### src/rtl/core/prmd_pkg.sv
package prmd_pkg;

    localparam int COORD_WIDTH = 16;
    localparam int FRAC_BITS   = 8;
    localparam int DIST_WIDTH  = 25;

    // Differences need one bit more than a coordinate, magnitudes none extra.
    localparam int MAG_WIDTH   = COORD_WIDTH + 1;
    localparam int SQ_WIDTH    = 2 * MAG_WIDTH;
    localparam int SUM_WIDTH   = SQ_WIDTH + 1;
    // The radicand is the squared distance scaled by 4^FRAC_BITS.
    localparam int RAD_WIDTH   = SUM_WIDTH + 2 * FRAC_BITS;
    localparam int ROOT_BITS   = (RAD_WIDTH + 1) / 2;
    localparam int RAD_PAD     = 2 * ROOT_BITS;
    localparam int REM_WIDTH   = ROOT_BITS + 2;

    // One root bit is resolved per cell.
    typedef struct packed {
        logic [RAD_PAD-1:0]   rad;
        logic [REM_WIDTH-1:0] rem;
        logic [ROOT_BITS-1:0] root;
    } sqrt_lane_t;

    typedef struct packed {
        logic                 valid;
        sqrt_lane_t           lo;
        sqrt_lane_t           hi;
        logic                 use_root;
        logic [DIST_WIDTH-1:0] edge_dist;
        logic                 in_rect;
    } cell_data_t;

endpackage

### src/rtl/core/prmd_front.sv
module prmd_front (
    input  logic                                clk,
    input  logic                                rst_n,
    input  logic                                advance,
    input  logic                                in_valid,
    input  logic signed [prmd_pkg::COORD_WIDTH-1:0] px,
    input  logic signed [prmd_pkg::COORD_WIDTH-1:0] py,
    input  logic signed [prmd_pkg::COORD_WIDTH-1:0] ax,
    input  logic signed [prmd_pkg::COORD_WIDTH-1:0] ay,
    input  logic signed [prmd_pkg::COORD_WIDTH-1:0] bx,
    input  logic signed [prmd_pkg::COORD_WIDTH-1:0] by,
    output prmd_pkg::cell_data_t                dout
);

    localparam int MW = prmd_pkg::MAG_WIDTH;
    localparam int SW = prmd_pkg::SQ_WIDTH;

    // Stage 1: differences, magnitudes and the span tests.
    logic          valid1_reg;
    logic [MW-1:0] ax1_reg, ax2_reg, ay1_reg, ay2_reg;
    logic          inx_reg, iny_reg;

    logic signed [MW-1:0] dx1, dx2, dy1, dy2;

    function automatic logic [MW-1:0] mag(input logic signed [MW-1:0] d);
        return d[MW-1] ? MW'(-d) : MW'(d);
    endfunction

    function automatic logic between(input logic signed [MW-1:0] d1,
                                     input logic signed [MW-1:0] d2);
        return (d1 < 0 && d2 > 0) || (d1 > 0 && d2 < 0);
    endfunction

    always_comb
    begin
        dx1 = MW'(px) - MW'(ax);
        dx2 = MW'(px) - MW'(bx);
        dy1 = MW'(py) - MW'(ay);
        dy2 = MW'(py) - MW'(by);
    end

    always_ff @(posedge clk or negedge rst_n)
    begin
        if (!rst_n)
            valid1_reg <= 1'b0;
        else if (advance)
            valid1_reg <= in_valid;
    end

    always_ff @(posedge clk)
    begin
        if (advance)
        begin
            ax1_reg <= mag(dx1);
            ax2_reg <= mag(dx2);
            ay1_reg <= mag(dy1);
            ay2_reg <= mag(dy2);
            inx_reg <= between(dx1, dx2);
            iny_reg <= between(dy1, dy2);
        end
    end

    // Stage 2: squares and the near/far selection.
    logic          valid2_reg;
    logic [SW-1:0] qx1_reg, qx2_reg, qy1_reg, qy2_reg;
    logic          inx2_reg, iny2_reg;
    logic [MW-1:0] ex_reg, ey_reg;

    always_ff @(posedge clk or negedge rst_n)
    begin
        if (!rst_n)
            valid2_reg <= 1'b0;
        else if (advance)
            valid2_reg <= valid1_reg;
    end

    always_ff @(posedge clk)
    begin
        if (advance)
        begin
            qx1_reg  <= SW'(ax1_reg) * SW'(ax1_reg);
            qx2_reg  <= SW'(ax2_reg) * SW'(ax2_reg);
            qy1_reg  <= SW'(ay1_reg) * SW'(ay1_reg);
            qy2_reg  <= SW'(ay2_reg) * SW'(ay2_reg);
            inx2_reg <= inx_reg;
            iny2_reg <= iny_reg;
            ex_reg   <= (ax1_reg < ax2_reg) ? ax1_reg : ax2_reg;
            ey_reg   <= (ay1_reg < ay2_reg) ? ay1_reg : ay2_reg;
        end
    end

    logic [prmd_pkg::SUM_WIDTH-1:0] sum_lo, sum_hi;
    logic [prmd_pkg::MAG_WIDTH+prmd_pkg::FRAC_BITS-1:0] edge_full;

    always_comb
    begin
        sum_lo = prmd_pkg::SUM_WIDTH'((qx1_reg < qx2_reg) ? qx1_reg : qx2_reg)
               + prmd_pkg::SUM_WIDTH'((qy1_reg < qy2_reg) ? qy1_reg : qy2_reg);
        sum_hi = prmd_pkg::SUM_WIDTH'((qx1_reg > qx2_reg) ? qx1_reg : qx2_reg)
               + prmd_pkg::SUM_WIDTH'((qy1_reg > qy2_reg) ? qy1_reg : qy2_reg);
        edge_full = {(inx2_reg ? ey_reg : ex_reg), {prmd_pkg::FRAC_BITS{1'b0}}};

        dout.valid     = valid2_reg;
        dout.lo.rad    = prmd_pkg::RAD_PAD'({sum_lo, {2*prmd_pkg::FRAC_BITS{1'b0}}});
        dout.hi.rad    = prmd_pkg::RAD_PAD'({sum_hi, {2*prmd_pkg::FRAC_BITS{1'b0}}});
        dout.lo.rem    = '0;
        dout.hi.rem    = '0;
        dout.lo.root   = '0;
        dout.hi.root   = '0;
        dout.in_rect   = inx2_reg && iny2_reg;
        dout.use_root  = !inx2_reg && !iny2_reg;
        dout.edge_dist = (inx2_reg && iny2_reg) ? '0
                         : prmd_pkg::DIST_WIDTH'(edge_full);
    end

endmodule

### config.mk
export PLATFORM = sky130hd
export DESIGN_NAME = prmd_front
export DESIGN_NICKNAME = d
export VERILOG_FILES = /design/src/rtl/core/prmd_pkg.sv /design/src/rtl/core/prmd_front.sv
export SDC_FILE = /design/constraint.sdc
export NUM_CORES = 2
export LEC_CHECK = 0
export ABC_AREA = 0
export BUFFER_PORTS_ARGS = -buffer_cell sky130_fd_sc_hd__buf_4
export CORE_MARGIN = 2
export CORE_UTILIZATION = 35
export CTS_CLUSTER_DIAMETER = 60
export CTS_CLUSTER_SIZE = 10
export DETAILED_ROUTE_END_ITERATION = 8
export GPL_TIMING_DRIVEN = 0
export PLACE_DENSITY = 0.5
export SLEW_MARGIN = 40
export SYNTH_ARGS = -nofsm -noshare
export SYNTH_HDL_FRONTEND = slang
export SYNTH_SLANG_ARGS = --single-unit
### constraint.sdc
create_clock -name clk -period 9.7 [get_ports clk]
set_input_delay 1.455 -clock clk [delete_from_list [all_inputs] [get_ports clk]]
set_output_delay 1.455 -clock clk [all_outputs]
set_load 0.005 [all_outputs]
==> results.cfg <==
[status]
status = completed

[sta]
hold_viol_final = 0
timing.hold.ws_ns = 0.509
period_share = 0.948
fmax_ghz = 0.109
worst_pin_slew_ns = 1.07
setup_viol = 0
fin_setup_tns_ns = 0
final.setup.worst_slack_ns = 0.503
maxSlewHeadroom = 0.277
slew_viol_final = 0
period_needed_ns = 9.20
rsz0062_at_grt = false
clock_skew_ns = 0.0364

[logic_synthesis]
yosysTopAreaCell = fa_1
netlist_instances = 5727
synth_area_per_cell_um2 = 9.12
yosysWarnings = 0
async_flop_share = 0.00833
synth_edf_count = 238
synth.area.top_cells = fa_1 29%, ha_1 16%, edfxtp_1 14%
netlist.area_leader.share = 0.293
synthFlopType = edfxtp_1
synth.yosys.seq_area_share = 0.138
ys_ff_latch = 240
synth_cell_types = 87
mappedNetlistArea_um2 = 52300

[drt]
viasPerCell = 4.84
ant_nets = 0
first_iter_violations = 2477
vias = 39000
drcViolationCount = 0
wl_um = 154000
dr.pass1.iters = 7
wire_per_inst_um = 19.1

[cells_and_area]
nNetsFinal = 7653
fin_area_um2 = 58000
drive_gt1_frac = 0.0928
seq_area_um2 = 7200
mostFrequentLayoutCells = 1,341 x inv_1, 764 x fa_1, 679 x ha_1
fillers = 15000
syn_to_final_growth_pct = 11.1
multi_input_area_um2 = 38900
mostFrequentLayoutCell = inv_1

[setup_path]
cp.arrival_ns = 7.74
critPathMaxFanout = 10
cp.required_ns = 8.25
timing_worst_setup_path_type = reg2out
cp-start-kind = flip-flop
cp-end-kind = output pin

[clocking]
cts.htree.levels = 2
cts_made_buffers = 40
clock_path_buffers = 3
clk_latency_ns = 0.61
cts_tree = yes
cts_root_buf = clkbuf_16
hold_buffers = 0
cts.sinks = 240
clk_pin_slew_ns = 0.05

[floorplan]
io_pins = 340
die_h_um = 390
floorplan.initialDensity = 0.353
core-area_um2 = 148000
rows = 141
die_w_um = 390
die-area_um2 = 152000

[global_routing]
overflow = 0
grt_util_all_layers = 0.204
grt_pass1_vias = 39600
grt_pass1_wl_um = 237000
grt_max_degree = 78
antenna_found_initial = 4

[placed_design]
place_area_um2 = 56700
post-place-ws_ns = 0.895
place_hpwl_um = 132000
io_buffers = 189
routabilityCongestion = 0.931

[run]
cap_violations = 0

[min_path]
hold_path_class = reg2reg
Yosys cell counts, types with 5 or more instances:
cell type	n
or2_2	25
nand4_1	30
a21o_1	122
o41ai_1	5
nand3_1	40
nand2b_1	30
o22ai_1	8
nor2_1	272
o21bai_1	27
ha_1	679
nor2b_1	43
a211o_1	5
nand2_1	481
a21boi_0	13
nor3_1	50
and2_1	138
o31ai_1	20
mux2i_1	15
o31a_1	8
a31o_2	11
a21oi_1	207
buf_4	151
and4_1	7
and3_1	29
o21a_1	52
clkinv_1	13
xor2_1	70
a31oi_1	15
mux2_2	97
xnor2_1	231
inv_1	1341
edfxtp_1	238
or3_1	15
a211oi_1	25
clkbuf_1	122
o211ai_1	16
a41oi_1	7
nor4_1	7
fa_1	764
o21ai_0	204
critical path: stages, from the launching register on:
cell and delay (ns):
edfxtp_1 0.55, ha_1 0.37, a21o_1 0.18, a21o_1 0.17, a21oi_1 0.13, o21ai_0 0.13
a21oi_1 0.26, o221ai_1 0.16, a21oi_1 0.23, a41o_1 0.13, clkbuf_1 0.41, clkbuf_2 0.45
mux2_2 0.44, ha_1 0.33, a21oi_1 0.30, o22ai_1 0.28, a211oi_1 0.56, o21bai_1 0.37
a31oi_1 0.43, nand3_1 0.16, a31o_2 0.28, xor2_1 0.56, buf_4 0.23
cell type report:
cell class | count | area share
Tap cell | 1930 | 0.0416
Inverter | 1357 | 0.0878
Clock inverter | 21 | 0.00407
Antenna cell | 3 | 0.000129
Timing Repair Buffer | 192 | 0.0260
Sequential cell | 240 | 0.124
Buffer | 277 | 0.0279
Clock buffer | 44 | 0.0175
Multi-Input combinational cell | 4002 | 0.671
repair_timing:
item,4_1_cts,5_1_grt
resized for setup,0,7
buffers inserted,0,0
endpoints found under the setup margin,0,3
layer usage:
metal  GRT usage  up-vias  routed length [µm]
li1            -    18600                   -
met1       0.301    19300               74400
met2       0.314      958               67000
met3      0.0353      112                9950
met4      0.0377        0                2800
met5           0        -                   0
cell families (layout without fill, tap and decap cells):
| family | count (synthesis) | count (layout) | synth area share |
|---|---|---|---|
| adder cells (fa/ha/maj) | 1443 | 1443 | 0.455 |
| buffers and inverters | 1634 | 1891 | 0.128 |
| other | 1 | 153 | 0.0000718 |
| AO/OA/AOI/OAI | 806 | 806 | 0.0989 |
| multiplexers | 112 | 112 | 0.0238 |
| AND/OR/NAND/NOR | 1190 | 1190 | 0.106 |
| XOR/XNOR | 301 | 301 | 0.0505 |
| flip-flops | 240 | 240 | 0.138 |
metrics by stage:
| step | std cells | utilization |
|---|---|---|
| 4_1_cts | 8063 | 0.392 |
| 6_report | 8066 | 0.392 |
| 3_5_place_dp | 7998 | 0.383 |
| 2_1_floorplan | 5876 | - |
| 5_1_grt | 8064 | 0.392 |
| 3_3_place_gp | 7995 | 0.383 |
worst paths after layout:
| kind | cells past startpoint | end | slack (ns) | from |
|---|---|---|---|---|
| worst min-delay path | 1 | valid2_reg | 0.51 | valid1_reg |
| worst max-delay path | 22 | dout[128] | 0.50 | qy1_reg[15] |
| max in group asynchronous | 1 | valid1_reg | 9.00 | rst_n |
| min in group asynchronous | 1 | valid2_reg | 0.62 | rst_n |
| worst max register to register | 25 | qx2_reg[33] | 1.55 | ax2_reg[4] |
| worst min register to register | 1 | valid2_reg | 0.51 | valid1_reg |
Power is left out: the tool's default activity adds up to more than one toggle a clock period on the data nets, which glitch-free logic cannot reach.
