--- src/rtl/core/prmd_pkg.sv ---
package prmd_pkg;

    localparam int COORD_WIDTH = 16;
    localparam int FRAC_BITS   = 8;
    localparam int DIST_WIDTH  = 25;

    // Differences need one bit more than a coordinate, magnitudes none extra.
    localparam int MAG_WIDTH   = COORD_WIDTH + 1;
    localparam int SQ_WIDTH    = 2 * MAG_WIDTH;
    localparam int SUM_WIDTH   = SQ_WIDTH + 1;
    // The radicand is the squared distance scaled by 4^FRAC_BITS.
    localparam int RAD_WIDTH   = SUM_WIDTH + 2 * FRAC_BITS;
    localparam int ROOT_BITS   = (RAD_WIDTH + 1) / 2;
    localparam int RAD_PAD     = 2 * ROOT_BITS;
    localparam int REM_WIDTH   = ROOT_BITS + 2;

    // One root bit is resolved per cell.
    typedef struct packed {
        logic [RAD_PAD-1:0]   rad;
        logic [REM_WIDTH-1:0] rem;
        logic [ROOT_BITS-1:0] root;
    } sqrt_lane_t;

    typedef struct packed {
        logic                 valid;
        sqrt_lane_t           lo;
        sqrt_lane_t           hi;
        logic                 use_root;
        logic [DIST_WIDTH-1:0] edge_dist;
        logic                 in_rect;
    } cell_data_t;

endpackage

--- src/rtl/core/prmd_cell.sv ---
module prmd_cell (
    input  logic                 clk,
    input  logic                 rst_n,
    input  logic                 advance,
    input  prmd_pkg::cell_data_t din,
    output prmd_pkg::cell_data_t dout
);

    prmd_pkg::cell_data_t data_reg;
    prmd_pkg::cell_data_t data_next;

    function automatic prmd_pkg::sqrt_lane_t step(input prmd_pkg::sqrt_lane_t l);
        prmd_pkg::sqrt_lane_t o;
        logic [prmd_pkg::REM_WIDTH-1:0] trial;
        logic [prmd_pkg::REM_WIDTH-1:0] shifted;
        shifted = {l.rem[prmd_pkg::REM_WIDTH-3:0], l.rad[prmd_pkg::RAD_PAD-1 -: 2]};
        trial   = {l.root, 2'b01};
        o.rad   = {l.rad[prmd_pkg::RAD_PAD-3:0], 2'b00};
        if (shifted >= trial)
        begin
            o.rem  = shifted - trial;
            o.root = {l.root[prmd_pkg::ROOT_BITS-2:0], 1'b1};
        end
        else
        begin
            o.rem  = shifted;
            o.root = {l.root[prmd_pkg::ROOT_BITS-2:0], 1'b0};
        end
        return o;
    endfunction

    always_comb
    begin
        data_next    = din;
        data_next.lo = step(din.lo);
        data_next.hi = step(din.hi);
    end

    always_ff @(posedge clk or negedge rst_n)
    begin
        if (!rst_n)
            data_reg <= '0;
        else if (advance)
            data_reg <= data_next;
    end

    assign dout = data_reg;

endmodule

--- config.mk ---
export PLATFORM = sky130hd
export DESIGN_NAME = prmd_cell
export DESIGN_NICKNAME = d
export VERILOG_FILES = /design/src/rtl/core/prmd_pkg.sv /design/src/rtl/core/prmd_cell.sv
export SDC_FILE = /design/constraint.sdc
export NUM_CORES = 1
export LEC_CHECK = 0
export BUFFER_PORTS_ARGS = -buffer_cell sky130_fd_sc_hd__buf_2
export CAP_MARGIN = 10
export CELL_PAD_IN_SITES_DETAIL_PLACEMENT = 1
export CELL_PAD_IN_SITES_GLOBAL_PLACEMENT = 2
export CORE_MARGIN = 4
export CORE_UTILIZATION = 32
export CTS_CLUSTER_DIAMETER = 30
export DETAILED_ROUTE_END_ITERATION = 16
export PLACE_DENSITY_LB_ADDON = 0.1
export SKIP_CTS_REPAIR_TIMING = 1
export SLEW_MARGIN = 20
export SYNTH_ARGS = -nofsm -noshare
export SYNTH_HDL_FRONTEND = slang
export SYNTH_SLANG_ARGS = --single-unit
--- constraint.sdc ---
create_clock -name clk -period 2.05 [get_ports clk]
set_input_delay 0.615 -clock clk [delete_from_list [all_inputs] [get_ports clk]]
set_output_delay 0.615 -clock clk [all_outputs]
set_load 0.02 [all_outputs]
==> impl_metrics.tcl, run 1 <==
set metrics [dict create \
    ant_nets 0 \
    yosysSeqAreaShare_pct 46.9 \
    vias_per_cell 4.87 \
    async_flop_share_pct 100 \
    intPower_mw 16.5 \
    finalMaxSlewViolations 0 \
    grt_pass1_wl_mm 76.3 \
    comb_power_share_pct 21.5 \
    synth-compound-area-share_pct 13.3 \
    dp_hpwl_mm 38.7 \
    drt_iter0_drc 332 \
    post-route-period-util_pct 114 \
    synth_xor_area_share_pct 2.85 \
    p_sw_share_pct 27.8 \
    cpLargestDelayFamily "simple AND/OR/NAND/NOR gates" \
    cts_buffers 73 \
    stdcell_count 2460 \
    fillers 4228 \
    power_frac_seq_pct 24.1 \
    synth_edf_count 0 \
    cp-start-kind "input port" \
    leakage_nw 10.2 \
    synth_top_family_by_area "multiplexers" \
    worst_pin_slew_ns 0.526 \
    final.min_clock_period_ns 2.34 \
    initial_core_util_pct 32.5 \
    setup_viol 56 \
    wire_per_inst_um 20.9 \
    cts_root_buffer "clkbuf_16" \
    critPathMaxStageDelay_ns 0.43 \
    switchingPower_mw 6.38 \
    antenna_found_initial 11 \
    drc_errors 0 \
    ios 483 \
    clockBufferDepth 3 \
    place_inst 2301 \
    grt_util_all_layers_pct 23.1 \
    path_clk_slew_ns 0.05 \
    dieArea_sq_mm 0.0426 \
    core_sq_mm 0.0387 \
    synthAdderAreaFrac_pct 5.57 \
    arrival_ns 2.84 \
    synthSimpleGateAreaFrac_pct 8.03 \
    drt-total-wl_mm 51.4 \
    yosysWarnings 0 \
    fin_setup_tns_ns -9.02 \
    synth_area_sq_mm 0.0126 \
    cts_tree "built" \
    relSlewSlack_pct 64.6 \
    path_class "in -> reg" \
    fmax_ghz 0.428 \
    grt_pass1_vias 13136 \
    avgSynthCellArea_sq_um 10.9 \
    rows 72 \
    ir_worst_vdd_mv 1.21 \
    largest_reg_flops 236 \
    max_cap_viol_count 0 \
    cts_sinks 236 \
    skew_ns 0 \
    synthMuxAreaShare_pct 18.8 \
    cp_max_fo 4 \
    yosysUniqueCellTypes 71 \
    synth_area_leaders "dfrtp_1 (47%), mux2_2 (16%), ha_1 (5.6%)" \
    grt_overflow 0 \
    end_kind "flop" \
    powerDensity_mw_per_mm2 1070 \
    h-tree-depth 3 \
    place_ws_ns -0.926 \
    grt_max_degree 79 \
    fin_ws_ns -0.287 \
    rsz0062_at_grt "true" \
    violations "negative setup slack" \
    pwr-share-clk_pct 54.4 \
    synth_top_cell_by_area "dfrtp_1" \
    cp_slowest_cell "o41ai_4" \
    required_ns 2.56 \
    ys.flop_type "dfrtp_1" \
    cp_num_buf_inv 3 \
    ys_ff_latch 236 \
    min_path_type "in -> reg" \
    dieWidth_um 206 \
    nets 2182 \
    drive_above_1_share_pct 61.2 \
    gp_congestion 0.828 \
    hold_viol 0 \
    status "finished with violations" \
    vias 11977 \
    portBuffers 474 \
    synthCells 1152 \
    syn_to_final_growth_pct 69.6 \
    clkLatencyLatePin_ns 0.57 \
    synth_top_area_share_pct 46.9 \
    die_height_um 206 \
    drtPass1Iterations 4 \
    critPathMostFrequentCell "buf_6" \
    crit_chain "buf_2 > ha_4 > nand3_4 > buf_6 > nor4_4 > a211oi_4 > o41ai_4 > a21oi_2 > buf_6 > or4_4 > nand3_2" \
]
==> cell usage after synthesis (all sizes together), types with 4 or more instances <==
cell / n
xor2: 16
o21bai: 7
buf: 11
a31oi: 15
nor3: 12
a21oi: 102
a2111oi: 4
nor2b: 5
o21ai: 30
mux2i: 33
nand3: 23
nand2b: 6
xnor2: 25
or3: 5
and3: 7
a2bb2oi: 10
nor2: 78
clkbuf: 52
o21a: 11
or4: 4
nand2: 54
a211oi: 10
and2: 5
ha: 56
dfrtp: 236
mux2: 181
inv: 73
nand4: 13
a21o: 27
o211ai: 7
==> area by class of cell <==
cell class                      instances  area, sq um  area share [%]
Antenna cell                            2         5.00          0.0234
Timing Repair Buffer                  716         4630            21.7
Clock inverter                         34          623            2.92
Sequential cell                       236         5910            27.7
Tap cell                              518          648            3.04
Clock buffer                           98         2110            9.90
Inverter                               73          322            1.51
Multi-Input combinational cell        783         7100            33.3
==> stage by stage <==
stage          area [sq um]  utilization, %  hold WS (ns)  total power [mW]
6_report              21300            55.1         0.272              22.9
2_1_floorplan         13100               -         0.319              8.06
5_1_grt               21300            55.1         0.236              23.9
4_1_cts               20300            52.4       -0.0570              22.8
3_5_place_dp          17500            45.3         0.465              10.1
3_3_place_gp          17500            45.3         0.460              10.0
==> layer usage <==
layer | up-vias | track usage [%] | wire [um]
met3 | 117 | 7.78 | 3650
met2 | 373 | 39.8 | 25800
met4 | 20 | 7.18 | 1560
met1 | 5875 | 27.3 | 20300
met5 | - | 0 | 113
li1 | 5592 | - | -
==> power groups by stage <==
stage          Clock [mW]  Sequential [mW]  Combinational, mW
2_1_floorplan           0             6.24               1.82
3_3_place_gp            0             5.54               4.51
3_5_place_dp            0             5.57               4.57
4_1_cts              12.7             5.53               4.61
5_1_grt              13.0             5.59               5.32
6_report             12.5             5.53               4.93
==> cell usage in the layout, fill, tap and decap left out, types with 11 or more instances in the layout <==
cell,count
nor2_1,73
inv_1,45
clkbuf_16,76
o21a_1,11
nand3_1,18
a21oi_2,25
mux2i_1,30
a21oi_1,70
mux2_2,178
clkbuf_8,15
inv_2,16
nand2_1,51
nand4_1,13
buf_8,12
ha_1,16
xor2_1,16
o21ai_0,16
buf_6,29
a31oi_1,12
a21o_1,25
buf_4,214
buf_2,447
ha_4,34
buf_12,12
bufinv_16,15
xnor2_1,23
dfrtp_1,236
==> final timing paths <==
| check | depth (start not counted) | end | slack (ns) | startpoint |
|---|---|---|---|---|
| max | 11 | dout[181] | -0.29 | din[160] |
| min | 2 | dout[92] | 0.27 | din[90] |
| max reg2reg | 1 | dout[111] | 1.25 | dout[111] |
| min reg2reg | 1 | dout[54] | 0.47 | dout[54] |
| max in group asynchronous | 3 | dout[0] | 0.83 | rst_n |
| min in group asynchronous | 2 | dout[44] | 0.58 | rst_n |
==> kinds of logic after synthesis <==
kind of cell,after synthesis
AOI/OAI and AO/OA,250
DFF,236
and+or+nand+nor,218
muxes,214
buffers and inverters,136
adders and majority gates,56
xor gates and xnor gates,41
other,1
Power figures use the tool's default switching activity.
==> inputs of run 2 (changes only) <==
--- a/config.mk
+++ b/config.mk
@@ -14,7 +14,6 @@
 export CTS_CLUSTER_DIAMETER = 30
 export DETAILED_ROUTE_END_ITERATION = 16
 export PLACE_DENSITY_LB_ADDON = 0.1
-export SKIP_CTS_REPAIR_TIMING = 1
 export SLEW_MARGIN = 20
 export SYNTH_ARGS = -nofsm -noshare
 export SYNTH_HDL_FRONTEND = slang
==> impl_metrics.tcl, run 2 (same netlist as run 1, synthesis figures left out) <==
set metrics [dict create \
    status "finished with violations" \
    violations "negative setup slack" \
    ir_worst_vdd_mv 1.21 \
    cts_buffers 73 \
    drive_above_1_share_pct 61.9 \
    rows 72 \
    max_cap_viol_count 0 \
    relSlewSlack_pct 65.1 \
    setup_viol 56 \
    ant_nets 0 \
    path_clk_slew_ns 0.05 \
    arrival_ns 2.74 \
    fillers 4179 \
    largest_reg_flops 236 \
    ios 483 \
    drtPass1Iterations 4 \
    worst_pin_slew_ns 0.519 \
    reg2reg_slack_ns 1.21 \
    dp_hpwl_mm 38.7 \
    place_ws_ns -0.926 \
    vias_per_cell 4.86 \
    comb_power_share_pct 21.8 \
    gp_congestion 0.828 \
    grt_pass1_wl_mm 78.1 \
    seqCellArea_sq_mm 0.00591 \
    hp-start "din[90]" \
    dieWidth_um 206 \
    drc_errors 0 \
    power_frac_seq_pct 24.0 \
    final.min_clock_period_ns 2.24 \
    path_class "in -> reg" \
    hold_ws_ns 0.268 \
    nets 2188 \
    hold_viol 0 \
    antenna_found_initial 12 \
    syn_to_final_growth_pct 71.3 \
    reg2reg_from "dout[26]" \
    r2r_cells 1 \
    drt-total-wl_mm 51.5 \
    final_common_cell "buf_2" \
    fmax_ghz 0.447 \
    worstHoldPathCells 2 \
    clockBufferDepth 3 \
    wire_per_inst_um 20.9 \
    die_height_um 206 \
    cp_max_fo 5 \
    cts_root_buffer "clkbuf_16" \
    cts_sinks 236 \
    leakage_nw 10.3 \
    grt_overflow 0 \
    rsz0062_at_grt "true" \
    pwr-share-clk_pct 54.1 \
    initial_core_util_pct 32.5 \
    intPower_mw 16.6 \
    cts_tree "built" \
    grt_pass1_vias 13427 \
    timing.rr.end "dout[26]" \
    multi_input_area_sq_mm 0.00723 \
    portBuffers 474 \
    clkLatencyLatePin_ns 0.57 \
    post-route-period-util_pct 109 \
    h-tree-depth 3 \
    end_kind "flop" \
    vias 12000 \
    cp-start-kind "input port" \
    grt_util_all_layers_pct 23.7 \
    min_path_type "in -> reg" \
    required_ns 2.55 \
    min_to "dout[92]" \
    final_cell_mix "buf_2 (442), dfrtp_1 (236), buf_4 (219)" \
    p_sw_share_pct 27.9 \
    skew_ns 0 \
    switchingPower_mw 6.42 \
    fin_ws_ns -0.189 \
    grt_max_degree 79 \
    core_sq_mm 0.0387 \
    drt_iter0_drc 341 \
    finalMaxSlewViolations 0 \
    dieArea_sq_mm 0.0426 \
    powerDensity_mw_per_mm2 1070 \
]
[run 2: worst max-delay path, cell delays in order]
cell and delay (ns):
buf_8 0.08, inv_6 0.03, ha_4 0.24, a21o_1 0.20, a21oi_2 0.21, a31oi_4 0.12, a211oi_4 0.30, o41ai_4 0.12
a21o_4 0.27, buf_4 0.15, mux2_4 0.29, a21oi_2 0.11
[run 2: what timing repair did]
action | CTS | global route
endpoints found under the setup margin | 56 | 58
hold buffers | 1 | 0
gates resized for setup | 145 | 83
pin swaps | 66 | 52
setup buffers | 22 | 11
cloned | 1 | 0
hold endpoints to repair | 34 | 0
[run 2: how the worst max path moves through the flow]
stage	slack, ns	startpoint	cells after the start	to
after CTS	-0.23	din[161]	11	dout[169]
final	-0.19	din[135]	12	dout[174]
after detailed placement	-0.93	din[31]	12	dout[78]
after global placement	-0.84	din[135]	13	dout[183]
after floorplan	-0.64	din[33]	12	dout[53]
after global routing	-0.23	din[136]	13	dout[185]
[run 2: routing by layer]
metal / track usage, % / wire, um / part of all wire (%)
met5: 0 / 113 / 0.22
met4: 6.96 / 1460 / 2.8
met3: 7.70 / 3450 / 6.7
met2: 41.4 / 26000 / 50
met1: 27.7 / 20500 / 40
[run 2: power groups by stage]
stage	logic, mW	registers, mW	clock network, mW
floorplan	1.82	6.24	0
global placement	4.51	5.54	0
finish	5.02	5.53	12.5
global route	5.41	5.60	13.0
CTS	4.90	5.53	12.7
detailed placement	4.57	5.57	0
[run 2: layout make-up]
class / count / share of cell area [%]
Inverter: 73 / 1.48
Clock inverter: 34 / 2.89
Timing Repair Buffer: 722 / 21.9
Antenna cell: 3 / 0.0348
Tap cell: 518 / 3.01
Multi-Input combinational cell: 783 / 33.5
Sequential cell: 236 / 27.4
Clock buffer: 98 / 9.80
[run 2: per-stage QoR]
stage / cell area (sq um) / cells / util [%] / power (mW) / setup TNS [ns]
2_1_floorplan: 13100 / 1155 / - / 8.06 / -27.20
3_3_place_gp: 17500 / 2301 / 45.3 / 10.0 / -43.43
3_5_place_dp: 17500 / 2301 / 45.3 / 10.1 / -46.61
4_1_cts: 21100 / 2455 / 54.5 / 23.1 / -6.64
5_1_grt: 21600 / 2465 / 55.6 / 24.0 / -8.92
6_report: 21600 / 2467 / 55.7 / 23.0 / -5.08
